$ cat src/rtl/core/multichannel_sliding_rms_defines.svh
// Assertion macros shared by the sliding RMS RTL.
`ifndef MULTICHANNEL_SLIDING_RMS_DEFINES_SVH
`define MULTICHANNEL_SLIDING_RMS_DEFINES_SVH

// Consequent must hold at the same edge as the antecedent.
`define MSR_ASSERT_IMP(label, ante, cons, msg) \
	label: assert property (@(posedge clk) disable iff (!arst_n) (ante) |-> (cons)) \
		else $error(msg);

// Consequent must hold at the edge after the antecedent.
`define MSR_ASSERT_NXT(label, ante, cons, msg) \
	label: assert property (@(posedge clk) disable iff (!arst_n) (ante) |=> (cons)) \
		else $error(msg);

// Condition must never be seen.
`define MSR_ASSERT_NEVER(label, cond, msg) \
	label: assert property (@(posedge clk) disable iff (!arst_n) !(cond)) \
		else $error(msg);

`endif

$ cat src/rtl/core/msr_fifo.sv
// Two-entry job queue between the sample front end and the RMS back end.
`default_nettype none

module msr_fifo #(
	parameter int DATA_W = 8
) (
	input  logic              clk,
	input  logic              arst_n,
	input  logic              wr_en,
	input  logic [DATA_W-1:0] wr_data,
	output logic              full,
	input  logic              rd_en,
	output logic [DATA_W-1:0] rd_data,
	output logic              empty
);

	logic [DATA_W-1:0] mem_q [2];
	logic              wr_ptr_q;
	logic              rd_ptr_q;
	logic [1:0]        count_q;
	logic              do_wr;
	logic              do_rd;

	assign full    = (count_q == 2'd2);
	assign empty   = (count_q == 2'd0);
	assign rd_data = mem_q[rd_ptr_q];
	assign do_wr   = wr_en && !full;
	assign do_rd   = rd_en && !empty;

	always_ff @(posedge clk) begin
		if (do_wr) begin
			mem_q[wr_ptr_q] <= wr_data;
		end
	end

	always_ff @(posedge clk or negedge arst_n) begin
		if (!arst_n) begin
			wr_ptr_q <= 1'b0;
			rd_ptr_q <= 1'b0;
			count_q  <= 2'd0;
		end else begin
			if (do_wr) begin
				wr_ptr_q <= ~wr_ptr_q;
			end
			if (do_rd) begin
				rd_ptr_q <= ~rd_ptr_q;
			end
			if (do_wr && !do_rd) begin
				count_q <= count_q + 2'd1;
			end else if (do_rd && !do_wr) begin
				count_q <= count_q - 2'd1;
			end
		end
	end

endmodule

`default_nettype wire

$ cat config.mk
export PLATFORM = sky130hd
export DESIGN_NAME = msr_fifo
export DESIGN_NICKNAME = d
export VERILOG_FILES = /design/src/rtl/core/multichannel_sliding_rms_defines.svh /design/src/rtl/core/msr_fifo.sv
export SDC_FILE = /design/constraint.sdc
export NUM_CORES = 1
export LEC_CHECK = 0
export BUFFER_PORTS_ARGS = -buffer_cell sky130_fd_sc_hd__buf_2
export CAP_MARGIN = 0
export CORE_ASPECT_RATIO = 1.25
export CORE_MARGIN = 2
export CORE_UTILIZATION = 45
export DETAILED_ROUTE_END_ITERATION = 7
export GPL_TIMING_DRIVEN = 0
export PLACE_DENSITY = 0.73
export SYNTH_ARGS = -nofsm -noshare
export SYNTH_HDL_FRONTEND = slang
export SYNTH_SLANG_ARGS = --single-unit
$ cat constraint.sdc
create_clock -name clk -period 1.7 [get_ports clk]
set_input_delay 0.085 -clock clk [delete_from_list [all_inputs] [get_ports clk]]
set_output_delay 0.085 -clock clk [all_outputs]
set_load 0.03 [all_outputs]
==> Implementation_results.wiki <==
{| class="wikitable"
! Metric !! Value
|-
| Initial Utilization || 48.8%
|-
| Die Span X || 41.3 um
|-
| Latest clock arrival within the worst-skew pair || 290 ps
|-
| Congestion Overflow GR || 0
|-
| Total Neg Setup Slack || 0 ps
|-
| Max Slew Vio Count || 0
|-
| Achievable frequency || 656 MHz
|-
| Period minus WS final || 1520 ps
|-
| Crit path to || count_q[1]
|-
| Overall fraction of global-route tracks in use || 15.0%
|-
| Maximum number of buffers from clock root to sink || 2
|-
| Logic depth of the worst register-to-register path || 6
|-
| Buffer cell driving the clock tree root || sky130_fd_sc_hd__clkbuf_4
|-
| Start of the worst register-to-register path || count_q[0]
|-
| Synth Flop Type || sky130_fd_sc_hd__edfxtp_1
|-
| DR vias/cell || 4.86
|-
| Number of cell rows || 16
|-
| Combinational group share of total power || 42.8%
|-
| Post-synthesis sequential element count || 20
|-
| Filler Cell Count || 132
|-
| Layout Utilization || 64.3%
|-
| Fraction of layout cells with a size suffix above 1 || 39.7%
|-
| Synthesis-to-layout area growth || 31.7%
|-
| Antenna violations before repair || 0
|-
| Largest net degree at the start of global routing || 12
|-
| Drc violations || 0
|-
| GPL Wtd Cong || 0.639
|-
| Design internal power || 1060 uW
|-
| CTS H-Tree Depth || 1
|-
| Leakage power || 0.000430 uW
|-
| Vias in the first global route || 478
|-
| Crit path cell chain || nand2b_1 > nand2_2 > inv_1 > ha_1 > nor2_1 > xor2_1
|-
| Net Sw Power || 657 uW
|-
| Critical path data arrival time || 1740 ps
|-
| Post-synth EDFFs || 16
|-
| Clock network fraction of total power || 13.0%
|-
| Max-cap violation count || 0
|-
| CP Capture Type || register
|-
| Number of failing setup endpoints in the final timing report || 0
|-
| First DRT Iteration DRCs || 5
|-
| Clk pin slew, worst setup/hold paths || 100 ps
|-
| Post-route cell area || 1030 sq um
|-
| Crit path max-delay cell type || sky130_fd_sc_hd__dfrtp_2
|-
| Unique cell type count in the Yosys netlist || 15
|-
| Multi-input gate area in the final layout || 191 sq um
|-
| Post-CTS setup repair buffer count || 0
|-
| Sw frac || 38.4%
|-
| Outcome || finished, final reports clean
|-
| Global-route wire length before repair || 1.96 mm
|-
| Hold Violations, Final || 0
|-
| Worst setup slack for register-to-register paths || 180 ps
|-
| Antenna Violating Nets Remaining || 0
|-
| Kind of start point of the critical path || register
|-
| Cells after synthesis || 44
|-
| Required time of the worst setup path || 1920 ps
|-
| Number of placed I/O pins || 22
|-
| CP peak stage delay || 450 ps
|-
| Total Wirelength || 1.23 mm
|-
| ANT cells || 0
|-
| Die Y || 50.6 um
|-
| Tightest Hold Check Type || input port to register
|-
| Critical path launch point || count_q[0]
|-
| Clk sinks || 20
|-
| Post-Synthesis Cell Area || 782 sq um
|-
| Die ar. || 2090 sq um
|-
| Avg Inst Size Synth || 17.8 sq um
|-
| Average routed wire per standard cell || 12.8 um
|-
| Sequential share of power || 44.2%
|-
| Normalized max-slew margin || 70.0%
|-
| Via count || 467
|-
| Critical R2R Capture || count_q[1]
|-
| Fraction of registers with async set/reset || 20.0%
|-
| TritonCTS clock tree || yes
|-
| Count of yosys warnings during synthesis || 0
|-
| Syn Nets || 57
|-
| Worst vdd rail ir drop || 946 uV
|-
| Worst hold margin || 88.3 ps
|-
| Period utilization || 89.6%
|-
| RSZ-0062 raised after global routing || no
|-
| Post-detailed-placement cell area || 910 sq um
|-
| Number of detailed-route iterations in the first pass || 3
|-
| Post-layout nets || 92
|-
| CP Class || register to register
|-
| Sum of net half-perimeters after detailed placement || 854 um
|-
| TritonCTS Buffers || 3
|-
| Worst Clk Skew || 5.43 ps
|-
| Core outline area || 1600 sq um
|-
| Worst Tran Pin Value || 450 ps
|-
| Sequential cell area || 582 sq um
|-
| Areal power density over the cells || 1660 nW/um^2
|-
| Worst-path maximum fanout || 5
|-
| Sequential area share after synthesis || 74.2%
|-
| IO buf count || 21
|}
[per-layer routing]
| metal | vias to the layer above | GRT usage (%) | part of all wire, % |
|---|---|---|---|
| met3 | 2 | 3.98 | 3.4 |
| met5 | - | 0 | 0 |
| li1 | 227 | - | - |
| met4 | 0 | 9.68 | 0.97 |
| met2 | 14 | 24.2 | 54 |
| met1 | 224 | 16.2 | 41 |
[critical path: cells and delay by family (launching register included)]
family | cells | cell delay (ps)
XOR/XNOR | 1 | 160
buffers and inverters | 1 | 50
adder cells (fa/ha/maj) | 1 | 320
AND/OR/NAND/NOR | 3 | 470
flip-flops | 1 | 450
[cells by family (layout without fill, tap and decap cells)]
| group | after synthesis | in the layout | synth area share (%) |
|---|---|---|---|
| adder cells (fa/ha/maj) | 1 | 1 | 1.60 |
| buffers and inverters | 3 | 37 | 1.60 |
| AND/OR/NAND/NOR | 6 | 6 | 3.84 |
| XOR/XNOR | 5 | 5 | 6.56 |
| flip-flops | 20 | 20 | 74.2 |
| multiplexers | 8 | 8 | 11.5 |
| AO/OA/AOI/OAI | 1 | 1 | 0.639 |
[synth_stat cells (all sizes together), types with 2 or more instances]
master,instances,share of area (%)
edfxtp,16,61
mux2,8,12
dfrtp,4,13
nor2,3,1.4
xnor2,3,4.3
inv,2,0.96
xor2,2,2.2
[flip-flops by register name, indices dropped and copies added (netlist names)]
register / cells
mem_q: 16
wr_ptr_q: 1
rd_ptr_q: 1
count_q: 2
[cell usage in the layout, fill, tap and decap left out, types with 2 or more instances in the layout]
cell type and instances:
sky130_fd_sc_hd__xor2_1 2, sky130_fd_sc_hd__buf_2 22, sky130_fd_sc_hd__xnor2_1 2, sky130_fd_sc_hd__edfxtp_1 16
sky130_fd_sc_hd__inv_1 2, sky130_fd_sc_hd__nor2_1 2, sky130_fd_sc_hd__mux2_1 6, sky130_fd_sc_hd__dlygate4sd3_1 9
sky130_fd_sc_hd__mux2_2 2, sky130_fd_sc_hd__clkbuf_4 3, sky130_fd_sc_hd__dfrtp_1 3
[per-stage QoR]
stage / power, uW / std cells / setup WS [ps]
finish: 1710 / 96 / 176
global route: 1830 / 96 / 15.3
CTS: 1730 / 96 / 16.0
detailed placement: 1490 / 83 / 39.8
global placement: 1470 / 83 / 84.5
floorplan: 1300 / 44 / 308
[repair_timing]
item | CTS | global route
resized for setup | 0 | 2
hold buffers | 9 | 0
setup endpoints to repair | 0 | 8
endpoints found under the hold margin | 20 | 0
[layout make-up]
class                   instances  area share (%)
repair buffers                 30            19.0
flip-flops and latches         20            56.5
inverters                       2           0.729
plain buffers                   1           0.486
clock buffers                   4            2.55
well taps                      18            2.19
multi-input cells              21            18.6
[worst min-delay path by stage]
stage                     depth (start not counted)  startpoint    endpoint
after floorplan                                   0      arst_n  count_q[0]
after global placement                            1      arst_n  count_q[0]
after detailed placement                          1      arst_n  count_q[0]
after CTS                                         3       wr_en    wr_ptr_q
after global routing                              3       wr_en    wr_ptr_q
final                                             3       wr_en    wr_ptr_q
[power groups by stage]
| stage | Clock (uW) | Combinational (uW) | Sequential (uW) |
|---|---|---|---|
| after floorplan | 0 | 557 | 746 |
| after global placement | 0 | 712 | 755 |
| after detailed placement | 0 | 723 | 765 |
| after CTS | 230 | 743 | 755 |
| after global routing | 248 | 806 | 778 |
| final | 223 | 733 | 757 |
(Power assumes the default switching activity.)
