$ cat config.mk
export PLATFORM = sky130hd
export DESIGN_NAME = msr_back
export DESIGN_NICKNAME = d
export VERILOG_FILES = /design/src/rtl/core/msr_pkg.sv /design/src/rtl/core/msr_back.sv
export VERILOG_INCLUDE_DIRS = /design/src /design/src/rtl/core
export SDC_FILE = /design/constraint.sdc
export NUM_CORES = 1
export LEC_CHECK = 0
export ABC_AREA = 1
export BUFFER_PORTS_ARGS = -buffer_cell sky130_fd_sc_hd__buf_2
export CORE_UTILIZATION = 30
export DETAILED_ROUTE_END_ITERATION = 8
export REMOVE_ABC_BUFFERS = 1
export SLEW_MARGIN = 25
export SYNTH_ARGS = -nofsm -noshare
export SYNTH_HDL_FRONTEND = slang
export SYNTH_SLANG_ARGS = --single-unit
$ cat constraint.sdc
create_clock -name clk -period 4.8 [get_ports clk]
set_input_delay 0.72 -clock clk [delete_from_list [all_inputs] [get_ports clk]]
set_output_delay 0.72 -clock clk [all_outputs]
set_load 0.005 [all_outputs]
$ cat src/rtl/core/multichannel_sliding_rms_defines.svh
// Assertion macros shared by the sliding RMS RTL.
`ifndef MULTICHANNEL_SLIDING_RMS_DEFINES_SVH
`define MULTICHANNEL_SLIDING_RMS_DEFINES_SVH

// Consequent must hold at the same edge as the antecedent.
`define MSR_ASSERT_IMP(label, ante, cons, msg) \
	label: assert property (@(posedge clk) disable iff (!arst_n) (ante) |-> (cons)) \
		else $error(msg);

// Consequent must hold at the edge after the antecedent.
`define MSR_ASSERT_NXT(label, ante, cons, msg) \
	label: assert property (@(posedge clk) disable iff (!arst_n) (ante) |=> (cons)) \
		else $error(msg);

// Condition must never be seen.
`define MSR_ASSERT_NEVER(label, cond, msg) \
	label: assert property (@(posedge clk) disable iff (!arst_n) !(cond)) \
		else $error(msg);

`endif

$ cat src/rtl/core/msr_pkg.sv
// Types and constants of the multichannel sliding RMS block.
`default_nettype none

package msr_pkg;

	localparam int CFG_ADDR_W = 2;
	localparam int CFG_DATA_W = 16;

	localparam logic [CFG_ADDR_W-1:0] CFG_CHANNELS_IN_USE = 2'd0;
	localparam logic [CFG_ADDR_W-1:0] CFG_STRIDE_LEN      = 2'd1;
	localparam logic [CFG_ADDR_W-1:0] CFG_MAX_WINDOWS     = 2'd2;

	localparam logic [3:0]  CHANNELS_IN_USE_RESET = 4'd8;
	localparam logic [10:0] STRIDE_LEN_RESET      = 11'd16;
	localparam logic [15:0] MAX_WINDOWS_RESET     = 16'hFFFF;

	localparam logic KIND_SAMPLE  = 1'b0;
	localparam logic KIND_RESTART = 1'b1;

	typedef struct packed {
		logic              kind;
		logic [2:0]        channel;
		logic signed [15:0] sample;
	} in_item_t;

	typedef struct packed {
		logic [15:0] window_index;
		logic [2:0]  channel_res;
		logic [15:0] rms;
		logic        last_channel;
	} out_item_t;

	// Bookkeeping that rides with a sum of squares through the job queue
	typedef struct packed {
		logic [15:0] window_index;
		logic [2:0]  channel_res;
		logic        last_channel;
	} job_hdr_t;

	typedef struct packed {
		logic [3:0]  channels_in_use;
		logic [10:0] stride_len;
		logic [15:0] max_windows;
	} cfg_t;

	typedef enum logic [2:0] {
		FE_IDLE,
		FE_READ,
		FE_SQUARE,
		FE_SUB,
		FE_ADD,
		FE_PUSH
	} fe_state_t;

	typedef enum logic [1:0] {
		BE_IDLE,
		BE_DIV,
		BE_SQRT,
		BE_DONE
	} be_state_t;

endpackage

`default_nettype wire

$ cat src/rtl/core/msr_back.sv
// Back end: mean by window length, digit-by-digit square root, result register.
`default_nettype none
`include "multichannel_sliding_rms_defines.svh"

module msr_back #(
	parameter int WINDOW_LEN = 64
) (
	input  logic                           clk,
	input  logic                           arst_n,
	input  logic                           job_empty,
	output logic                           job_pop,
	input  msr_pkg::job_hdr_t              job_hdr,
	input  logic [$clog2(WINDOW_LEN)+30:0] job_sum,
	output logic                           empty,
	input  logic                           pop,
	output msr_pkg::out_item_t             out_item
);

	import msr_pkg::*;

	localparam int   LOG_W  = $clog2(WINDOW_LEN);
	localparam int   SUM_W  = LOG_W + 31;
	localparam int   MEAN_W = 31;
	localparam int   REM_W  = LOG_W + 1;
	localparam int   CNT_W  = $clog2(MEAN_W);
	localparam bit   POW2   = ((1 << LOG_W) == WINDOW_LEN);
	localparam logic [CNT_W-1:0] DIV_LAST = CNT_W'(MEAN_W - 1);
	localparam logic [31:0]      BIT_INIT = 32'h4000_0000;

	be_state_t state_q, state_d;

	job_hdr_t          hdr_q;
	logic [REM_W-1:0]  rem_q;
	logic [MEAN_W-1:0] div_sh_q;
	logic [CNT_W-1:0]  cnt_q;
	logic [31:0]       v_q;
	logic [31:0]       root_q;
	logic [31:0]       bit_q;
	out_item_t         out_q;
	logic              out_valid_q;

	logic [REM_W:0]    div_t;
	logic [REM_W:0]    div_sub;
	logic              div_ge;
	logic [31:0]       sq_rb;
	logic              sq_ge;
	logic              load_out;

	assign div_t   = {rem_q, div_sh_q[MEAN_W-1]};
	assign div_ge  = div_t >= (REM_W + 1)'(WINDOW_LEN);
	assign div_sub = div_t - (REM_W + 1)'(WINDOW_LEN);
	assign sq_rb   = root_q + bit_q;
	assign sq_ge   = v_q >= sq_rb;

	assign job_pop  = (state_q == BE_IDLE) && !job_empty;
	assign load_out = (state_q == BE_DONE) && (!out_valid_q || pop);
	assign empty    = !out_valid_q;
	assign out_item = out_q;

	always_ff @(posedge clk or negedge arst_n) begin
		if (!arst_n) begin
			state_q <= BE_IDLE;
		end else begin
			state_q <= state_d;
		end
	end

	always_comb begin
		state_d = state_q;
		unique case (state_q)
			BE_IDLE: begin
				if (!job_empty) begin
					state_d = POW2 ? BE_SQRT : BE_DIV;
				end
			end
			BE_DIV: begin
				if (cnt_q == DIV_LAST) begin
					state_d = BE_SQRT;
				end
			end
			BE_SQRT: begin
				if (bit_q[0]) begin
					state_d = BE_DONE;
				end
			end
			BE_DONE: begin
				if (load_out) begin
					state_d = BE_IDLE;
				end
			end
			default: state_d = BE_IDLE;
		endcase
	end

	always_ff @(posedge clk) begin
		unique case (state_q)
			BE_IDLE: begin
				if (!job_empty) begin
					hdr_q    <= job_hdr;
					rem_q    <= REM_W'(job_sum[SUM_W-1:MEAN_W]);
					div_sh_q <= job_sum[MEAN_W-1:0];
					cnt_q    <= '0;
					// with a power-of-two window the mean is a plain shift
					v_q      <= {1'b0, job_sum[SUM_W-1:LOG_W]};
					root_q   <= '0;
					bit_q    <= BIT_INIT;
				end
			end
			BE_DIV: begin
				// restoring division, quotient bits shift in from the right
				rem_q    <= div_ge ? div_sub[REM_W-1:0] : div_t[REM_W-1:0];
				div_sh_q <= {div_sh_q[MEAN_W-2:0], div_ge};
				v_q      <= {1'b0, div_sh_q[MEAN_W-2:0], div_ge};
				cnt_q    <= cnt_q + CNT_W'(1);
			end
			BE_SQRT: begin
				if (sq_ge) begin
					v_q    <= v_q - sq_rb;
					root_q <= (root_q >> 1) + bit_q;
				end else begin
					root_q <= root_q >> 1;
				end
				bit_q <= bit_q >> 2;
			end
			BE_DONE: begin
			end
			default: begin
			end
		endcase
		if (load_out) begin
			out_q <= '{window_index: hdr_q.window_index, channel_res: hdr_q.channel_res,
				rms: root_q[15:0], last_channel: hdr_q.last_channel};
		end
	end

	always_ff @(posedge clk or negedge arst_n) begin
		if (!arst_n) begin
			out_valid_q <= 1'b0;
		end else if (load_out) begin
			out_valid_q <= 1'b1;
		end else if (pop && out_valid_q) begin
			out_valid_q <= 1'b0;
		end
	end

	`MSR_ASSERT_IMP(a_be_bit_onehot, state_q == BE_SQRT, $onehot(bit_q), "root bit not one-hot")
	`MSR_ASSERT_IMP(a_be_rem_range, state_q == BE_DIV, rem_q < REM_W'(WINDOW_LEN), "remainder out of range")
	`MSR_ASSERT_IMP(a_be_rms_range, load_out, root_q <= 32'd32768, "rms above full scale")

endmodule

`default_nettype wire

==> metrics, run 1 <==
clock sinks roughly 180; CP Class reg2reg; Initial DRT Pass Iterations 5; clock latency on the worst-skew pair about 0.47 ns; area of the multi-input gates 0.00638 mm^2; All-Layer GR Usage 0.178; Mean Syn Cell Area 7.47 um^2; top cells by area, synth edfxtp_1, nand2_1, inv_1, ha_1, nand3_1; Hold Path Class reg2reg; largest net degree at the start of global routing just over 60; routed vias around 12,000; number of global-route vias before repair between 10,000 and 15,000; Synth area leader edfxtp_1; core area between 0.04 and 0.05 mm^2; post-layout util 0.349; register bit total from synthesis 182; Synth top area share 0.416; most numerous cell in the Yosys netlist nand2_1; die area around 0.044 mm^2; initial antenna violation count 0; worst path arrival time 4.57 ns; Syn Inst Count about 1,700; post-synth cell types between 40 and 50; fill cell count around 4,500; ANT nets after route 0; Area growth, synth to finish 13.9%; Syn Std Cell Area ~0.013 mm^2; hold violation count in the final report 0; H-tree depth 4; post-route cell area between 0.01 and 0.015 mm^2; Initial Utilization 0.306; CP endpoint kind register; drt drc 0; fin crit period ~4.4 ns; top fanout value on the critical path 32; run status finished, final reports clean; fin. max-slew vios 0; num rows 75; period utilization 0.918; CTS max path bufs 2; Buffers on Ports between 90 and 100; max_cap viols 0; die height about 210 um; Post-synth top flop edfxtp_1; Overflow after GRT 0; CTS tree done; wire per inst between 15 and 20 um; final setup vio count 0; share of flip-flops with an asynchronous set or reset 0.0165; CP startpoint kind register; final RePlAce weighted congestion 0.930; top cells by count, synth nand2_1, inv_1, edfxtp_1, nor2_1, nand3_1; first-pass GRT wire length about 60,000 um; sequential share of the synthesized area 0.421; detailed-placement wirelength estimate just over 30,000 um; Yosys warning count 0; Worst-Margin Slew about 0.75 ns; layout cells sized above 1 0.105; register area 0.00545 mm^2; Post-synth EDFFs 179; Worst EP required about 5 ns; clk root buf clkbuf_16; # IOs around 100; Post-Route WL a little under 40,000 um; Peak Freq roughly 230 MHz; number of CTS-inserted buffers 17; DR iter-0 viols between 800 and 900; clk slew on worst S/H paths around 0.080 ns; RSZ-0062 raised after global routing no; Die X roughly 210 um; Worst slew margin 0.500; diode count 0; via density per instance around 4.8; dpl cell area ~0.014 mm^2; Total Nets Final 1,971; clk_skew around 0.013 ns
-- layer usage --
layer,global-route usage,share of wire
met3,0.0271,0.038
met2,0.289,0.46
met1,0.240,0.48
met5,0,0
met4,0.0647,0.027
-- worst max-delay path, cell delays in order, from the launching register on --
cell	delay, ns
edfxtp_1	0.52
ha_1	0.24
ha_1	0.18
nand2_1	0.07
a21oi_2	0.21
nand2_1	0.10
nand2_1	0.07
nand2_1	0.07
o21ai_0	0.36
nand2_1	0.13
nand3_1	0.15
xor2_1	0.12
ha_1	0.40
nand2_1	0.12
nor2_1	0.19
nand2_1	0.11
nor2_1	0.19
nand2_4	0.19
nand2_8	0.17
o21ai_0	0.12
inv_1	0.13
buf_12	0.20
-- final timing paths --
check / to / startpoint / slack (ns) / depth (start not counted)
worst max-delay path: v_q[29] / bit_q[0] / 0.39 / 21
worst min-delay path: out_item[24] / hdr_q[8] / 0.42 / 0
worst max register to register: v_q[29] / bit_q[0] / 0.39 / 21
worst min register to register: out_item[24] / hdr_q[8] / 0.42 / 0
max in group asynchronous: state_q[0] / arst_n / 4.11 / 2
min in group asynchronous: out_valid_q / arst_n / 0.59 / 2
-- final cells by class --
cell class                      count  share of cell area
Sequential cell                   182               0.370
Timing Repair Buffer              119              0.0450
Clock buffer                       17              0.0289
Clock inverter                     15              0.0105
Inverter                          260              0.0663
Multi-Input combinational cell   1256               0.433
Tap cell                          539              0.0458
-- sequential cells by signal, summed over array words and instances (netlist names) --
| register | count |
|---|---|
| bit_q | 16 |
| state_q | 2 |
| root_q | 32 |
| out_valid_q | 1 |
| cnt_q | 5 |
| div_sh_q | 31 |
| rem_q | 7 |
| out_item | 36 |
| v_q | 32 |
| hdr_q | 20 |
-- layout by cell type, fill, tap and decap left out, types with 13 or more instances in the layout --
cell,instances
a21oi_1,99
a31oi_1,13
buf_2,98
buf_4,19
clkbuf_16,17
edfxtp_1,179
ha_1,71
inv_1,251
nand2_1,604
nand3_1,118
nand4_1,24
nor2_1,130
nor3_1,19
o21ai_0,52
xnor2_1,19
xor2_1,21
-- stage by stage --
stage / setup TNS [ns] / instances / hold WS [ns] / setup slack (ns)
after floorplan: -33.32 / 1698 / 0.400 / -0.411
after global placement: 0 / 2355 / 0.401 / 0.454
after detailed placement: 0 / 2355 / 0.405 / 0.409
after CTS: 0 / 2388 / 0.388 / 0.366
after global routing: 0 / 2388 / 0.395 / 0.00167
final: 0 / 2388 / 0.422 / 0.393
-- cell families (layout without fill, tap and decap cells) --
kind of cell | Yosys count | after routing | share of synthesized area
AO/OA/AOI/OAI | 211 | 211 | 0.0903
flip-flops | 182 | 182 | 0.421
AND/OR/NAND/NOR | 931 | 931 | 0.301
buffers and inverters | 293 | 411 | 0.0883
adder cells (fa/ha/maj) | 74 | 74 | 0.0722
XOR/XNOR | 40 | 40 | 0.0271
-- repair_timing --
action,CTS,global route
hold buffers,1,0
resized for setup,0,1
endpoints found under the setup margin,0,32
hold endpoints to repair,3,0
buffers inserted,0,0
Power of run 1 is not shown: default switching activity piles up to over one toggle a cycle in this logic, so the estimate is an artifact.
==> inputs of run 2 (changes only) <==
--- a/config.mk
+++ b/config.mk
@@ -8,6 +8,7 @@
 export LEC_CHECK = 0
 export ABC_AREA = 1
 export BUFFER_PORTS_ARGS = -buffer_cell sky130_fd_sc_hd__buf_2
+export CORE_ASPECT_RATIO = 0.7
 export CORE_UTILIZATION = 30
 export DETAILED_ROUTE_END_ITERATION = 8
 export REMOVE_ABC_BUFFERS = 1
==> run 2 against run 1 <==
Sequential share of layout area fell by 0.12 points. Via count rose by 2.9%. Hold slack worse by 0.36 ns. Flip-flop and latch count is the same. Maximum frequency is 1.2% higher. Setup slack better by 0.052 ns. Die area hardly changed. Critical path depth down 2. Global-route usage up 0.90 points. Cell count increased by 0.46%. Cell area increased by 0.33%. Clock-buffer cell count stayed put. Largest cell class unchanged.
==> metrics, run 2 (same netlist as run 1, synthesis figures left out) <==
run status finished, final reports clean; Place WS 0.367 ns (-0.0425 ns); CP Class reg2reg; Initial Utilization 0.305 (-0.00130); clock latency on the worst-skew pair 0.47 ns (about the same); Post-Route WL 40,400 um (+4.6%); ANT nets after route 0 (unchanged); drt drc 0 (unchanged); All-Layer GR Usage 0.187 (+0.00902); num rows 63 (-16%); Die X 250 um (+19%); die area 0.0440 mm^2 (about the same); Area growth, synth to finish 14.3%; fin. max-slew vios 0 (unchanged); CTS max path bufs 2 (unchanged); Initial DRT Pass Iterations 5 (unchanged); clk slew on worst S/H paths 0.09 ns (about the same); Worst slew margin 0.384 (-0.116); Overflow after GRT 0 (unchanged); uppermost layer routed met4; top fanout value on the critical path 32 (unchanged); Post-CTS Setup Inserts 0 (unchanged); number of CTS-inserted buffers 17 (unchanged); fin crit period 4.36 ns (-0.0519 ns); diode count 0 (unchanged); Post-Place Cells 2,367 (+0.51%); commonest non-fill, non-tap cell in the layout nand2_1; setup slack after layout 0.445 ns (+0.0519 ns); number of global-route vias before repair 10,979 (-0.87%); period utilization 0.907 (-0.0108); met2 wire length 15,700 um (-11%); WL met3 3520 um (+140%); wire per inst 16.9 um (+4.1%); clock sinks 182 (unchanged); final RePlAce weighted congestion 1.03 (+11%); H-tree depth 4 (unchanged); detailed-placement wirelength estimate 32,000 um (+5.0%); Final Non-Filler Cells 2,399 (+0.46%); worst path arrival time 4.51 ns (-0.06 ns); final setup vio count 0 (unchanged); initial antenna violation count 0 (unchanged); Buffers on Ports 98 (unchanged); clk_skew 0.0265 ns (+0.0136 ns); most frequent cells in the layout nand2_1, inv_1, edfxtp_1; routed vias 11,878 (+2.9%); via density per instance 4.95 (+2.5%); max reg flops 36 (unchanged); CP startpoint kind register; RSZ-0062 raised after global routing no; CTS tree done; CP endpoint kind register; DR iter-0 viols 1,242 (+45%); Peak Freq 230 MHz (+1.2%); max_cap viols 0 (unchanged); largest net degree at the start of global routing 63 (+1.6%); Worst EP required 4.95 ns (about the same); core area 0.0424 mm^2 (+0.43%); layout cells sized above 1 0.106 (+0.00120); Total Nets Final 1,969 (-0.10%); # IOs 99 (unchanged); Worst-Margin Slew 0.918 ns (+0.173 ns); TNS Setup 0 ns (unchanged); wl on met1 20,800 um (+13%); die height 176 um (-16%); hold violation count in the final report 0 (unchanged); Hold Path Class in2async; first-pass GRT wire length 63,200 um (+5.4%); clk root buf clkbuf_16
-- run 2: cell types whose count changed in the layout (fill, tap and decap cells not counted), moves of 2 or more --
cell,change
inv_8,-2
o21ai_1,+3
inv_12,+3
clkinv_8,+2
clkinv_1,-2
o21ai_0,-3
-- run 2: final timing paths --
check	startpoint	end	slack, ns	cells after the start
max reg2reg	root_q[8]	v_q[27]	0.44	19
min	arst_n	state_q[1]	0.06	1
max	root_q[8]	v_q[27]	0.44	19
min in group clk	hdr_q[9]	out_item[25]	0.42	0
min reg2reg	hdr_q[9]	out_item[25]	0.42	0
max in group asynchronous	arst_n	state_q[0]	4.58	1
-- run 2: area by class of cell --
type                       count  area [um^2]
clock buffer                  17          425
clock inverter                15          196
fill                        4522        27600
inverter                     260          976
multi-input combinational   1256         6390
sequential                   182         5450
tap                          552          691
timing repair buffer         117          646
-- run 2: per-layer routing --
metal / vias up / track usage
li1: 5867 / -
met1: 5566 / 0.291
met2: 421 / 0.257
met3: 24 / 0.0436
met4: 0 / 0.0406
met5: - / 0
-- run 2: critical path: stages (launching register included) --
cell and delay, ns:
edfxtp_1 0.52, ha_1 0.41, nand2_1 0.09, o21ai_1 0.24, o21bai_2 0.26, nand2_1 0.12
nand2_1 0.23, nand2_1 0.08, nand2_1 0.08, xor2_1 0.24, ha_1 0.30, nand2_1 0.15
nor2_2 0.17, nand2_1 0.11, nor2_1 0.22, nand2_4 0.19, nand2_8 0.16, o21ai_0 0.09
inv_1 0.11, buf_12 0.21
-- run 2: stage by stage --
stage	cell area (um^2)	utilization	hold slack [ns]
floorplan	12800	-	0.400
global placement	14100	0.334	0.400
detailed placement	14100	0.334	0.405
CTS	14800	0.348	0.0445
global route	14800	0.348	0.0513
finish	14800	0.348	0.0645
-- run 2: what timing repair did --
item / 4_1_cts / 5_1_grt
resized for setup: 0 / 5
hold buffers: 0 / 0
endpoints found under the setup margin: 0 / 46
Power of run 2 is left out for the same reason.
